===== src/rtl/ddo_pkg.sv =====
// Shared types, codes and fixed-point constants of the differential drive odometry core.
package ddo_pkg;

    // Configuration register indexes
    localparam logic [1:0] REG_DISTANCE_SCALE = 2'd0;
    localparam logic [1:0] REG_START_X        = 2'd1;
    localparam logic [1:0] REG_START_Y        = 2'd2;

    // Phases of one shared multiply: latch magnitudes, low chunk, high chunk, sum, write back
    typedef logic [2:0] t_phase;
    localparam t_phase PH_LATCH = 3'd0;
    localparam t_phase PH_LO    = 3'd1;
    localparam t_phase PH_HI    = 3'd2;
    localparam t_phase PH_SUM   = 3'd3;
    localparam t_phase PH_WB    = 3'd4;

    typedef enum logic [3:0] {
        ST_IDLE,
        ST_LOAD,
        ST_TRAVEL,
        ST_ANGLE,
        ST_SQUARE,
        ST_POLY7,
        ST_POLY5,
        ST_POLY3,
        ST_POLY1,
        ST_SINE,
        ST_MOVE_X,
        ST_MOVE_Y,
        ST_DONE
    } t_state;

    typedef enum logic [3:0] {
        OP_NONE,
        OP_LOAD,
        OP_TRAVEL,
        OP_ANGLE,
        OP_SQUARE,
        OP_POLY7,
        OP_POLY5,
        OP_POLY3,
        OP_POLY1,
        OP_SINE,
        OP_MOVE_X,
        OP_MOVE_Y
    } t_op;

    typedef struct packed {
        t_op    op;
        t_phase phase;
        logic   cos;
        logic   take_in;
        logic   load_out;
    } t_dp_cmd;

    typedef struct packed {
        logic clr;
    } t_dp_status;

    // Q30 odd polynomial of sin(pi/2 * t), with the sign of each Horner step folded in
    localparam logic signed [34:0] SC9     = 35'sd172272;
    localparam logic signed [34:0] C_POLY7 = -35'sd5026995;
    localparam logic signed [34:0] C_POLY5 = 35'sd85569306;
    localparam logic signed [34:0] C_POLY3 = -35'sd693598668;
    localparam logic signed [34:0] C_POLY1 = 35'sd1686629713;
    localparam logic [32:0]        Q30_ONE = 33'd1073741824;

    localparam logic [47:0] MAX48_U = 48'h7FFF_FFFF_FFFF;
    localparam logic [47:0] MIN48_U = 48'h8000_0000_0000;

    localparam logic signed [51:0] SAT_MAX = 52'sd140737488355327;
    localparam logic signed [51:0] SAT_MIN = -52'sd140737488355328;

    function automatic logic [47:0] sat48(input logic signed [51:0] v);
        logic [47:0] res;
        if (v > SAT_MAX) begin
            res = MAX48_U;
        end else if (v < SAT_MIN) begin
            res = MIN48_U;
        end else begin
            res = v[47:0];
        end
        return res;
    endfunction

endpackage


===== src/rtl/ddo_ctrl.sv =====
// Sequencer of the odometry core: handshakes and the order of datapath operations.
module ddo_ctrl (
    input  logic                i_clk,
    input  logic                i_rst_n,
    input  logic                i_in_valid,
    output logic                o_in_stall,
    output logic                o_out_valid,
    input  logic                i_out_stall,
    input  ddo_pkg::t_dp_status i_status,
    output ddo_pkg::t_dp_cmd    o_cmd
);
    import ddo_pkg::*;

    t_state r_state, n_state;
    t_phase r_phase, n_phase;
    logic   r_cos, n_cos;
    logic   r_out_valid, n_out_valid;
    logic   mul_done;

    always_ff @(posedge i_clk) begin
        if (!i_rst_n) begin
            r_state     <= ST_IDLE;
            r_phase     <= PH_LATCH;
            r_cos       <= 1'b0;
            r_out_valid <= 1'b0;
        end else begin
            r_state     <= n_state;
            r_phase     <= n_phase;
            r_cos       <= n_cos;
            r_out_valid <= n_out_valid;
        end
    end

    always_comb begin
        n_state          = r_state;
        n_phase          = r_phase;
        n_cos            = r_cos;
        n_out_valid      = r_out_valid;
        o_cmd.op         = OP_NONE;
        o_cmd.phase      = r_phase;
        o_cmd.cos        = r_cos;
        o_cmd.take_in    = 1'b0;
        o_cmd.load_out   = 1'b0;
        mul_done         = (r_phase == PH_WB);

        // drop the word once taken
        if (r_out_valid && !i_out_stall) begin
            n_out_valid = 1'b0;
        end

        if (r_state inside {ST_TRAVEL, ST_SQUARE, ST_POLY7, ST_POLY5, ST_POLY3, ST_POLY1,
                            ST_SINE, ST_MOVE_X, ST_MOVE_Y}) begin
            n_phase = mul_done ? PH_LATCH : r_phase + 3'd1;
        end

        case (r_state)
            ST_IDLE: begin
                if (i_in_valid) begin
                    o_cmd.take_in = 1'b1;
                    n_state       = ST_LOAD;
                end
            end
            ST_LOAD: begin
                o_cmd.op = OP_LOAD;
                n_cos    = 1'b0;
                n_state  = i_status.clr ? ST_DONE : ST_TRAVEL;
            end
            ST_TRAVEL: begin
                o_cmd.op = OP_TRAVEL;
                if (mul_done) n_state = ST_ANGLE;
            end
            ST_ANGLE: begin
                o_cmd.op = OP_ANGLE;
                n_state  = ST_SQUARE;
            end
            ST_SQUARE: begin
                o_cmd.op = OP_SQUARE;
                if (mul_done) n_state = ST_POLY7;
            end
            ST_POLY7: begin
                o_cmd.op = OP_POLY7;
                if (mul_done) n_state = ST_POLY5;
            end
            ST_POLY5: begin
                o_cmd.op = OP_POLY5;
                if (mul_done) n_state = ST_POLY3;
            end
            ST_POLY3: begin
                o_cmd.op = OP_POLY3;
                if (mul_done) n_state = ST_POLY1;
            end
            ST_POLY1: begin
                o_cmd.op = OP_POLY1;
                if (mul_done) n_state = ST_SINE;
            end
            ST_SINE: begin
                o_cmd.op = OP_SINE;
                if (mul_done) begin
                    // second pass evaluates the cosine
                    n_cos   = !r_cos;
                    n_state = r_cos ? ST_MOVE_X : ST_ANGLE;
                end
            end
            ST_MOVE_X: begin
                o_cmd.op = OP_MOVE_X;
                if (mul_done) n_state = ST_MOVE_Y;
            end
            ST_MOVE_Y: begin
                o_cmd.op = OP_MOVE_Y;
                if (mul_done) n_state = ST_DONE;
            end
            ST_DONE: begin
                if (!r_out_valid || !i_out_stall) begin
                    o_cmd.load_out = 1'b1;
                    n_out_valid    = 1'b1;
                    n_state        = ST_IDLE;
                end
            end
            default: begin
                n_state = ST_IDLE;
                n_phase = PH_LATCH;
            end
        endcase
    end

    assign o_in_stall  = (r_state != ST_IDLE);
    assign o_out_valid = r_out_valid;

endmodule


===== src/rtl/ddo_datapath.sv =====
// Datapath of the odometry core: pose state, sine polynomial and a shared 24x32 multiplier.
module ddo_datapath #(
    parameter int ANGLE_BITS = 16,
    parameter int FRAC_BITS  = 16
) (
    input  logic                i_clk,
    input  logic                i_rst_n,
    input  ddo_pkg::t_dp_cmd    i_cmd,
    output ddo_pkg::t_dp_status o_status,
    input  logic                i_cfg_we,
    input  logic [1:0]          i_cfg_index,
    input  logic [47:0]         i_cfg_data,
    input  logic signed [31:0]  i_left_position,
    input  logic signed [31:0]  i_right_position,
    input  logic [15:0]         i_heading_in,
    input  logic                i_clear,
    output logic signed [47:0]  o_x_out,
    output logic signed [47:0]  o_y_out,
    output logic [15:0]         o_heading_out,
    output logic signed [47:0]  o_step_distance,
    output logic signed [47:0]  o_total_out
);
    import ddo_pkg::*;

    localparam int T_SHIFT = 32 - ANGLE_BITS;
    localparam logic [ANGLE_BITS-1:0] QUARTER = {2'b01, {(ANGLE_BITS-2){1'b0}}};
    localparam logic [ANGLE_BITS-2:0] QUARTER_U = {1'b1, {(ANGLE_BITS-2){1'b0}}};

    // configuration and pose state
    logic [31:0] r_scale;
    logic [47:0] r_start_x, r_start_y;
    logic [31:0] r_last_l, r_last_r;
    logic [47:0] r_x, r_y, r_total;

    // latched word and working registers
    logic [31:0]        r_lp, r_rp;
    logic [15:0]        r_hd;
    logic               r_clr;
    logic signed [32:0] r_sum;
    logic signed [47:0] r_travel;
    logic [30:0]        r_t, r_t2;
    logic signed [34:0] r_p;
    logic               r_quad;
    logic signed [33:0] r_sin, r_cos;
    logic [47:0]        r_ma;
    logic [31:0]        r_mb;
    logic               r_neg;
    logic [55:0]        r_pp0, r_pp1;
    logic [79:0]        r_mag;

    // output word
    logic [47:0] r_o_x, r_o_y, r_o_step, r_o_total;
    logic [15:0] r_o_hd;

    logic [31:0]        dl, dr;
    logic signed [32:0] n_sum;
    logic signed [48:0] a_src, a_abs;
    logic signed [33:0] b_src, b_abs;
    logic [23:0]        mul_chunk;
    logic [55:0]        mul_prod;
    logic               is_mul;

    logic [31:0]             ang_wide;
    logic [ANGLE_BITS-1:0]   ang;
    logic [ANGLE_BITS-3:0]   ang_rem;
    logic [ANGLE_BITS-2:0]   ang_u;
    logic [30:0]             n_t;

    logic [78:0]        half;
    logic [47:0]        lim;
    logic [47:0]        n_travel;
    logic [49:0]        m30;
    logic signed [51:0] xe, ye, me, te, tre, x_sum, y_sum, t_sum;
    logic signed [34:0] coef, pe, n_p;
    logic [32:0]        sv;
    logic               fneg;
    logic signed [33:0] n_s;

    // encoder deltas wrap at 32 bits
    assign dl    = r_lp - r_last_l;
    assign dr    = r_rp - r_last_r;
    assign n_sum = {dl[31], dl} + {dr[31], dr};

    assign is_mul = i_cmd.op inside {OP_TRAVEL, OP_SQUARE, OP_POLY7, OP_POLY5, OP_POLY3,
                                     OP_POLY1, OP_SINE, OP_MOVE_X, OP_MOVE_Y};

    always_comb begin
        case (i_cmd.op)
            OP_TRAVEL: begin
                a_src = {{16{r_sum[32]}}, r_sum};
                b_src = {2'b00, r_scale};
            end
            OP_SQUARE: begin
                a_src = {18'd0, r_t};
                b_src = {3'd0, r_t};
            end
            OP_POLY7, OP_POLY5, OP_POLY3, OP_POLY1: begin
                a_src = {{14{r_p[34]}}, r_p};
                b_src = {3'd0, r_t2};
            end
            OP_SINE: begin
                a_src = {{14{r_p[34]}}, r_p};
                b_src = {3'd0, r_t};
            end
            OP_MOVE_X: begin
                a_src = {r_travel[47], r_travel};
                b_src = r_sin;
            end
            OP_MOVE_Y: begin
                a_src = {r_travel[47], r_travel};
                b_src = r_cos;
            end
            default: begin
                a_src = '0;
                b_src = '0;
            end
        endcase
    end

    assign a_abs     = a_src[48] ? (49'sd0 - a_src) : a_src;
    assign b_abs     = b_src[33] ? (34'sd0 - b_src) : b_src;
    assign mul_chunk = (i_cmd.phase == PH_LO) ? r_ma[23:0] : r_ma[47:24];
    assign mul_prod  = {32'd0, mul_chunk} * {24'd0, r_mb};

    // angle folding into the first quadrant
    assign ang_wide = {16'd0, r_hd};
    assign ang      = ang_wide[ANGLE_BITS-1:0] + (i_cmd.cos ? QUARTER : '0);
    assign ang_rem  = ang[ANGLE_BITS-3:0];
    assign ang_u    = ang[ANGLE_BITS-2] ? (QUARTER_U - {1'b0, ang_rem}) : {1'b0, ang_rem};
    assign n_t      = 31'(ang_u) << T_SHIFT;

    // travel: half the scaled sum, saturated to 48 bits
    assign half = r_mag[79:1];
    always_comb begin
        if (r_neg) begin
            lim = (half > {31'd0, MIN48_U}) ? MIN48_U : half[47:0];
        end else begin
            lim = (half > {31'd0, MAX48_U}) ? MAX48_U : half[47:0];
        end
    end
    assign n_travel = r_neg ? (48'd0 - lim) : lim;

    // Q30 product magnitude and its uses
    assign m30   = r_mag[79:30];
    assign me    = {2'b00, m30};
    assign xe    = {{4{r_x[47]}}, r_x};
    assign ye    = {{4{r_y[47]}}, r_y};
    assign te    = {{4{r_total[47]}}, r_total};
    assign tre   = {{4{r_travel[47]}}, r_travel};
    assign x_sum = r_neg ? (xe - me) : (xe + me);
    assign y_sum = r_neg ? (ye + me) : (ye - me);
    assign t_sum = te + tre;

    always_comb begin
        case (i_cmd.op)
            OP_POLY7: coef = C_POLY7;
            OP_POLY5: coef = C_POLY5;
            OP_POLY3: coef = C_POLY3;
            OP_POLY1: coef = C_POLY1;
            default:  coef = '0;
        endcase
    end
    assign pe  = {2'b00, m30[32:0]};
    assign n_p = r_neg ? (coef - pe) : (coef + pe);

    // clamp the sine at one, then apply the half-turn sign
    assign sv   = (!r_neg && (m30 > {17'd0, Q30_ONE})) ? Q30_ONE : m30[32:0];
    assign fneg = r_neg ^ r_quad;
    assign n_s  = fneg ? (34'sd0 - {1'b0, sv}) : {1'b0, sv};

    always_ff @(posedge i_clk) begin
        if (!i_rst_n) begin
            r_scale   <= 32'(64'd1 << FRAC_BITS);
            r_start_x <= '0;
            r_start_y <= '0;
            r_last_l  <= '0;
            r_last_r  <= '0;
            r_x       <= '0;
            r_y       <= '0;
            r_total   <= '0;
        end else begin
            if (i_cfg_we) begin
                case (i_cfg_index)
                    REG_DISTANCE_SCALE: r_scale   <= i_cfg_data[31:0];
                    REG_START_X:        r_start_x <= i_cfg_data;
                    REG_START_Y:        r_start_y <= i_cfg_data;
                    default: ;
                endcase
            end
            if (i_cmd.op == OP_LOAD) begin
                r_last_l <= r_lp;
                r_last_r <= r_rp;
                if (r_clr) begin
                    r_x     <= r_start_x;
                    r_y     <= r_start_y;
                    r_total <= '0;
                end
            end
            if (i_cmd.phase == PH_WB) begin
                if (i_cmd.op == OP_MOVE_X) begin
                    r_x     <= sat48(x_sum);
                    r_total <= sat48(t_sum);
                end
                if (i_cmd.op == OP_MOVE_Y) begin
                    r_y <= sat48(y_sum);
                end
            end
        end
    end

    always_ff @(posedge i_clk) begin
        if (i_cmd.take_in) begin
            r_lp  <= i_left_position;
            r_rp  <= i_right_position;
            r_hd  <= i_heading_in;
            r_clr <= i_clear;
        end
        if (i_cmd.op == OP_LOAD) begin
            r_sum <= n_sum;
            if (r_clr) r_travel <= '0;
        end
        if (i_cmd.op == OP_ANGLE) begin
            r_t    <= n_t;
            r_quad <= ang[ANGLE_BITS-1];
            r_p    <= SC9;
        end
        if (is_mul) begin
            case (i_cmd.phase)
                PH_LATCH: begin
                    r_ma  <= a_abs[47:0];
                    r_mb  <= b_abs[31:0];
                    r_neg <= a_src[48] ^ b_src[33];
                end
                PH_LO:  r_pp0 <= mul_prod;
                PH_HI:  r_pp1 <= mul_prod;
                PH_SUM: r_mag <= {24'd0, r_pp0} + {r_pp1, 24'd0};
                PH_WB: begin
                    case (i_cmd.op)
                        OP_TRAVEL: r_travel <= n_travel;
                        OP_SQUARE: r_t2     <= m30[30:0];
                        OP_POLY7, OP_POLY5, OP_POLY3, OP_POLY1: r_p <= n_p;
                        OP_SINE: begin
                            if (i_cmd.cos) r_cos <= n_s;
                            else           r_sin <= n_s;
                        end
                        default: ;
                    endcase
                end
                default: ;
            endcase
        end
        if (i_cmd.load_out) begin
            r_o_x     <= r_x;
            r_o_y     <= r_y;
            r_o_hd    <= r_hd;
            r_o_step  <= r_travel;
            r_o_total <= r_total;
        end
    end

    assign o_status.clr    = r_clr;
    assign o_x_out         = r_o_x;
    assign o_y_out         = r_o_y;
    assign o_heading_out   = r_o_hd;
    assign o_step_distance = r_o_step;
    assign o_total_out     = r_o_total;

endmodule


===== src/rtl/differential_drive_odometry_core.sv =====
// Top level of the differential drive dead-reckoning odometry core.
// Each input word carries both wheel encoder positions, a heading (full turn 2^ANGLE_BITS,
// from the negative y axis toward the positive x axis) and a clear flag; each produces one
// output word with the new pose, the step travel and the running total, all signed Q16 and
// saturated to 48 bits, and the heading. A clear word loads start_x/start_y, zeroes the total
// and latches the encoders. In a motion word every product runs through one shared 24x32
// multiplier in its latch, low chunk, high chunk, sum and write-back phases, and a word needs
// 15 products (travel, two degree-9 sine polynomials for sine and cosine, and the x and y
// updates). The input is stalled while a word is in work; a finished word waits in the output
// register, and the next input word is taken in the cycle after the previous result is
// loaded, so no new word is taken before the last one is through. If the output register
// is still held by the sink, the finished word waits in the core and the input stays stalled.
// Configuration writes are taken at any time but must only be issued while the core is idle.
module differential_drive_odometry_core #(
    parameter int ANGLE_BITS = 16,
    parameter int FRAC_BITS  = 16
) (
    input  logic               i_clk,
    input  logic               i_rst_n,
    input  logic               i_cfg_we,
    input  logic [1:0]         i_cfg_index,
    input  logic [47:0]        i_cfg_data,
    input  logic               i_in_valid,
    output logic               o_in_stall,
    input  logic signed [31:0] i_left_position,
    input  logic signed [31:0] i_right_position,
    input  logic [15:0]        i_heading_in,
    input  logic               i_clear,
    output logic               o_out_valid,
    input  logic               i_out_stall,
    output logic signed [47:0] o_x_out,
    output logic signed [47:0] o_y_out,
    output logic [15:0]        o_heading_out,
    output logic signed [47:0] o_step_distance,
    output logic signed [47:0] o_total_out
);
    import ddo_pkg::*;

    t_dp_cmd    cmd;
    t_dp_status status;

    ddo_ctrl u_ctrl (
        .i_clk       (i_clk),
        .i_rst_n     (i_rst_n),
        .i_in_valid  (i_in_valid),
        .o_in_stall  (o_in_stall),
        .o_out_valid (o_out_valid),
        .i_out_stall (i_out_stall),
        .i_status    (status),
        .o_cmd       (cmd)
    );

    ddo_datapath #(
        .ANGLE_BITS (ANGLE_BITS),
        .FRAC_BITS  (FRAC_BITS)
    ) u_datapath (
        .i_clk            (i_clk),
        .i_rst_n          (i_rst_n),
        .i_cmd            (cmd),
        .o_status         (status),
        .i_cfg_we         (i_cfg_we),
        .i_cfg_index      (i_cfg_index),
        .i_cfg_data       (i_cfg_data),
        .i_left_position  (i_left_position),
        .i_right_position (i_right_position),
        .i_heading_in     (i_heading_in),
        .i_clear          (i_clear),
        .o_x_out          (o_x_out),
        .o_y_out          (o_y_out),
        .o_heading_out    (o_heading_out),
        .o_step_distance  (o_step_distance),
        .o_total_out      (o_total_out)
    );

endmodule


===== config.mk =====
export PLATFORM = sky130hd
export DESIGN_NAME = differential_drive_odometry_core
export DESIGN_NICKNAME = d
export VERILOG_FILES = /design/src/rtl/ddo_pkg.sv /design/src/rtl/ddo_ctrl.sv /design/src/rtl/ddo_datapath.sv /design/src/rtl/differential_drive_odometry_core.sv
export SDC_FILE = /design/constraint.sdc
export NUM_CORES = 2
export LEC_CHECK = 0
export ABC_CLOCK_PERIOD_IN_PS = 15300
export BUFFER_PORTS_ARGS = -buffer_cell sky130_fd_sc_hd__clkbuf_2
export CORE_ASPECT_RATIO = 0.6
export CORE_MARGIN = 2
export CORE_UTILIZATION = 41
export CTS_CLUSTER_DIAMETER = 150
export DETAILED_ROUTE_END_ITERATION = 10
export SLEW_MARGIN = 20
export SYNTH_ARGS = -nofsm -noshare
export SYNTH_HDL_FRONTEND = slang
export SYNTH_SLANG_ARGS = --single-unit
export TNS_END_PERCENT = 100

===== constraint.sdc =====
create_clock -name i_clk -period 15.3 [get_ports i_clk]
set_input_delay 3.06 -clock i_clk [delete_from_list [all_inputs] [get_ports i_clk]]
set_output_delay 3.06 -clock i_clk [all_outputs]
set_load 0.03 [all_outputs]

==> results_dict.tcl <==
set metrics [dict create \
    dpl.hpwl_mm 257 \
    synth_fp_nets 10820 \
    hold_violations 0 \
    startpoint "u_ctrl.r_phase[0]$_SDFFE_PN0P_" \
    synthesis.area_um2 87900 \
    drt-initial-drc-count 8888 \
    die_x_um 602 \
    outcome "finished, violations left" \
    worst_slew_margin_rel_pct 11.5 \
    synth_fa_ha_area_share_pct 22.4 \
    antenna_found_initial 37 \
    wl_per_cell_um 25.7 \
    overflow 0 \
    die_h_um 363 \
    ys.flop_type "edfxtp_1" \
    synth_mux_area_share_pct 0.470 \
    slowest_stage "o311ai_0" \
    gp_congestion 0.986 \
    hold_ws_ps 412 \
    grt_max_degree 128 \
    cts_sinks 1134 \
    drv_slew 0 \
    core-area_um2 213000 \
    yosys.area_share.simple_pct 16.9 \
    dr.pass1.iters 10 \
    cpPeakStageDelay_ps 970 \
    cp.arrival_ps 10640 \
    clkTransAtPathRegs_ps 70 \
    final_area_um2 96600 \
    insertion_delay_ps 770 \
    placed_area_um2 92800 \
    syn_to_final_growth_pct 9.90 \
    grt_first_pass_wirelength_mm 470 \
    ant_nets 0 \
    ys_seq_area_share_pct 33.9 \
    vias 72562 \
    fmax_ghz 0.0985 \
    cp-start-kind "flip-flop" \
    io-pin-count 346 \
    final_nets 10949 \
    grt_pass1_vias 68057 \
    synth-async-reset-ratio_pct 0 \
    max_slew.worst_pin.slew_ps 1320 \
    setup-tns-final_ps 0 \
    yosys.area.top_type_share_pct 24.1 \
    cts_buffer_depth 3 \
    syn_inst 9509 \
    cts_tree "done" \
    rsz0062_at_grt "false" \
    ys_seq_elements 1134 \
    r2r_start "u_ctrl.r_phase[0]$_SDFFE_PN0P_" \
    via_per_inst 5.76 \
    wirelength_mm 325 \
    std_cell_rows 131 \
    cp_max_fo 32 \
    syn_avg_cell_area_um2 9.24 \
    fin_worst_skew_ps 60.4 \
    worstSetupPathType "reg2reg" \
    synth_top_area_cell "edfxtp_1" \
    synth_compound_area_share_pct 15.3 \
    hp-class "reg2reg" \
    post_cts_buffers 0 \
    hold_start "u_datapath.r_pp0[12]$_DFFE_PP_" \
    clockRootBuffer "clkbuf_16" \
    required_ps 15780 \
    yosys_warnings 0 \
    final.min_clock_period_ps 10160 \
    nFillCells 20525 \
    post-route-period-util_pct 66.4 \
    dieArea_um2 218000 \
    h-tree-depth 3 \
    ctsResizeCount 0 \
    hold_buffers 0 \
    synth_xor_area_share_pct 4.82 \
    setup_viol 0 \
    drive_above_1_share_pct 8.39 \
    cap_violations 0 \
    yosys-top-cells-area "edfxtp_1 24%, fa_1 15%, dfxtp_1 9.8%" \
    violations "DRC" \
    cts_made_buffers 108 \
    crit_top_cell "fa_1" \
    grt_usage_pct 29.2 \
    route.detailed.drc 38 \
    end_kind "flip-flop" \
    synth_cell_types 106 \
    synth_top_family_by_area "adder cells" \
    synth-edff-count 706 \
    start_util_pct 41.3 \
    port_buffers 345 \
]
[worst max-delay path: cells and delay by family (launching register included)]
family                   cells  cell delay, ps
adder cells (fa/ha/maj)      9            4170
AO/OA/AOI/OAI                9            3290
multiplexers                 1             760
buffers and inverters        6             650
AND/OR/NAND/NOR              3             500
flip-flops                   1             410
XOR/XNOR                     1              90
[kinds of logic after synthesis]
| logic type | count (synthesis) |
|---|---|
| simple gates | 3187 |
| mux | 38 |
| xor+xnor | 484 |
| buf+inv | 1435 |
| flops | 1134 |
| compound gates | 2056 |
| fa+ha+maj | 1175 |
[synth_stat cells (26+ instances only)]
master,instances
a211oi_1,40
a21boi_0,216
a21o_1,210
a21oi_1,582
a222oi_1,36
a22o_1,35
a31oi_1,59
and2_1,328
and3_1,63
clkbuf_1,422
dfxtp_1,428
edfxtp_1,706
fa_1,666
ha_1,509
inv_1,959
mux2_2,26
nand2_1,1559
nand2b_1,53
nand3_1,230
nand4_1,70
nor2_1,395
nor2b_1,152
nor3_1,134
nor4_1,37
o211ai_1,42
o21a_1,63
o21ai_0,415
o21bai_1,67
o31ai_1,35
or2_2,27
or3_1,42
xnor2_1,285
xor2_1,199
[state kept, by name, indices dropped and copies added (netlist names), 48 cells and up]
signal / cells
u_datapath.o_step_distance: 48
u_datapath.o_total_out: 48
u_datapath.o_x_out: 48
u_datapath.o_y_out: 48
u_datapath.r_ma: 48
u_datapath.r_mag: 79
u_datapath.r_pp0: 55
u_datapath.r_pp1: 56
u_datapath.r_start_x: 48
u_datapath.r_start_y: 48
u_datapath.r_total: 48
u_datapath.r_travel: 48
u_datapath.r_x: 48
u_datapath.r_y: 48
[cells in the final DEF, fill, tap and decap left out, types with 63 or more instances in the layout]
master     instances
o21ai_0          414
xor2_1           194
a21oi_1          578
o21bai_1          67
clkbuf_16        110
nor2b_1          149
xnor2_1          281
nand2_1         1556
and2_1           326
nor3_1           130
inv_1            958
buf_4            144
nand3_1          230
edfxtp_1         706
a21o_1           210
clkbuf_2         344
o21a_1            63
ha_1             509
fa_1             666
a21boi_0         216
dfxtp_1          428
nand4_1           70
nor2_1           391
[path summary, 6_finish.rpt]
kind | endpoint | slack, ps | depth (start not counted)
min reg2reg | u_datapath.r_mag[12]$_DFFE_PP_ | 410 | 0
max reg2reg | u_datapath.r_pp1[52]$_DFFE_PP_ | 5140 | 29
min | u_datapath.r_mag[12]$_DFFE_PP_ | 410 | 0
max | u_datapath.r_pp1[52]$_DFFE_PP_ | 5140 | 29
[layer usage]
metal / vias to the layer above / part of all wire (%) / global-route usage, %
met5: - / 0.025 / 0
met4: 14 / 1.8 / 5.14
met3: 343 / 13 / 10.5
met2: 3562 / 37 / 37.5
met1: 36039 / 48 / 45.9
li1: 32604 / - / -
[metrics by stage]
step	worst slack [ps]	util, %	std cells
2_1_floorplan	1640	-	9509
3_3_place_gp	5360	43.6	12384
3_5_place_dp	5330	43.6	12385
4_1_cts	5270	45.3	12590
5_1_grt	4740	45.4	12592
6_report	5140	45.4	12605
[area by class of cell]
class                           count  area, um^2  share of cell area (%)
Multi-Input combinational cell   6940       53000                    54.9
Tap cell                         2859        3580                    3.70
Sequential cell                  1134       29800                    30.8
Antenna cell                       13        32.5                  0.0337
Clock inverter                     69         762                   0.789
Inverter                          960        3600                    3.73
Timing Repair Buffer              494        2930                    3.03
Clock buffer                      136        2900                    3.00
Power is not shown: default switching activity piles up to over one toggle a cycle in this logic, so the estimate is an artifact.
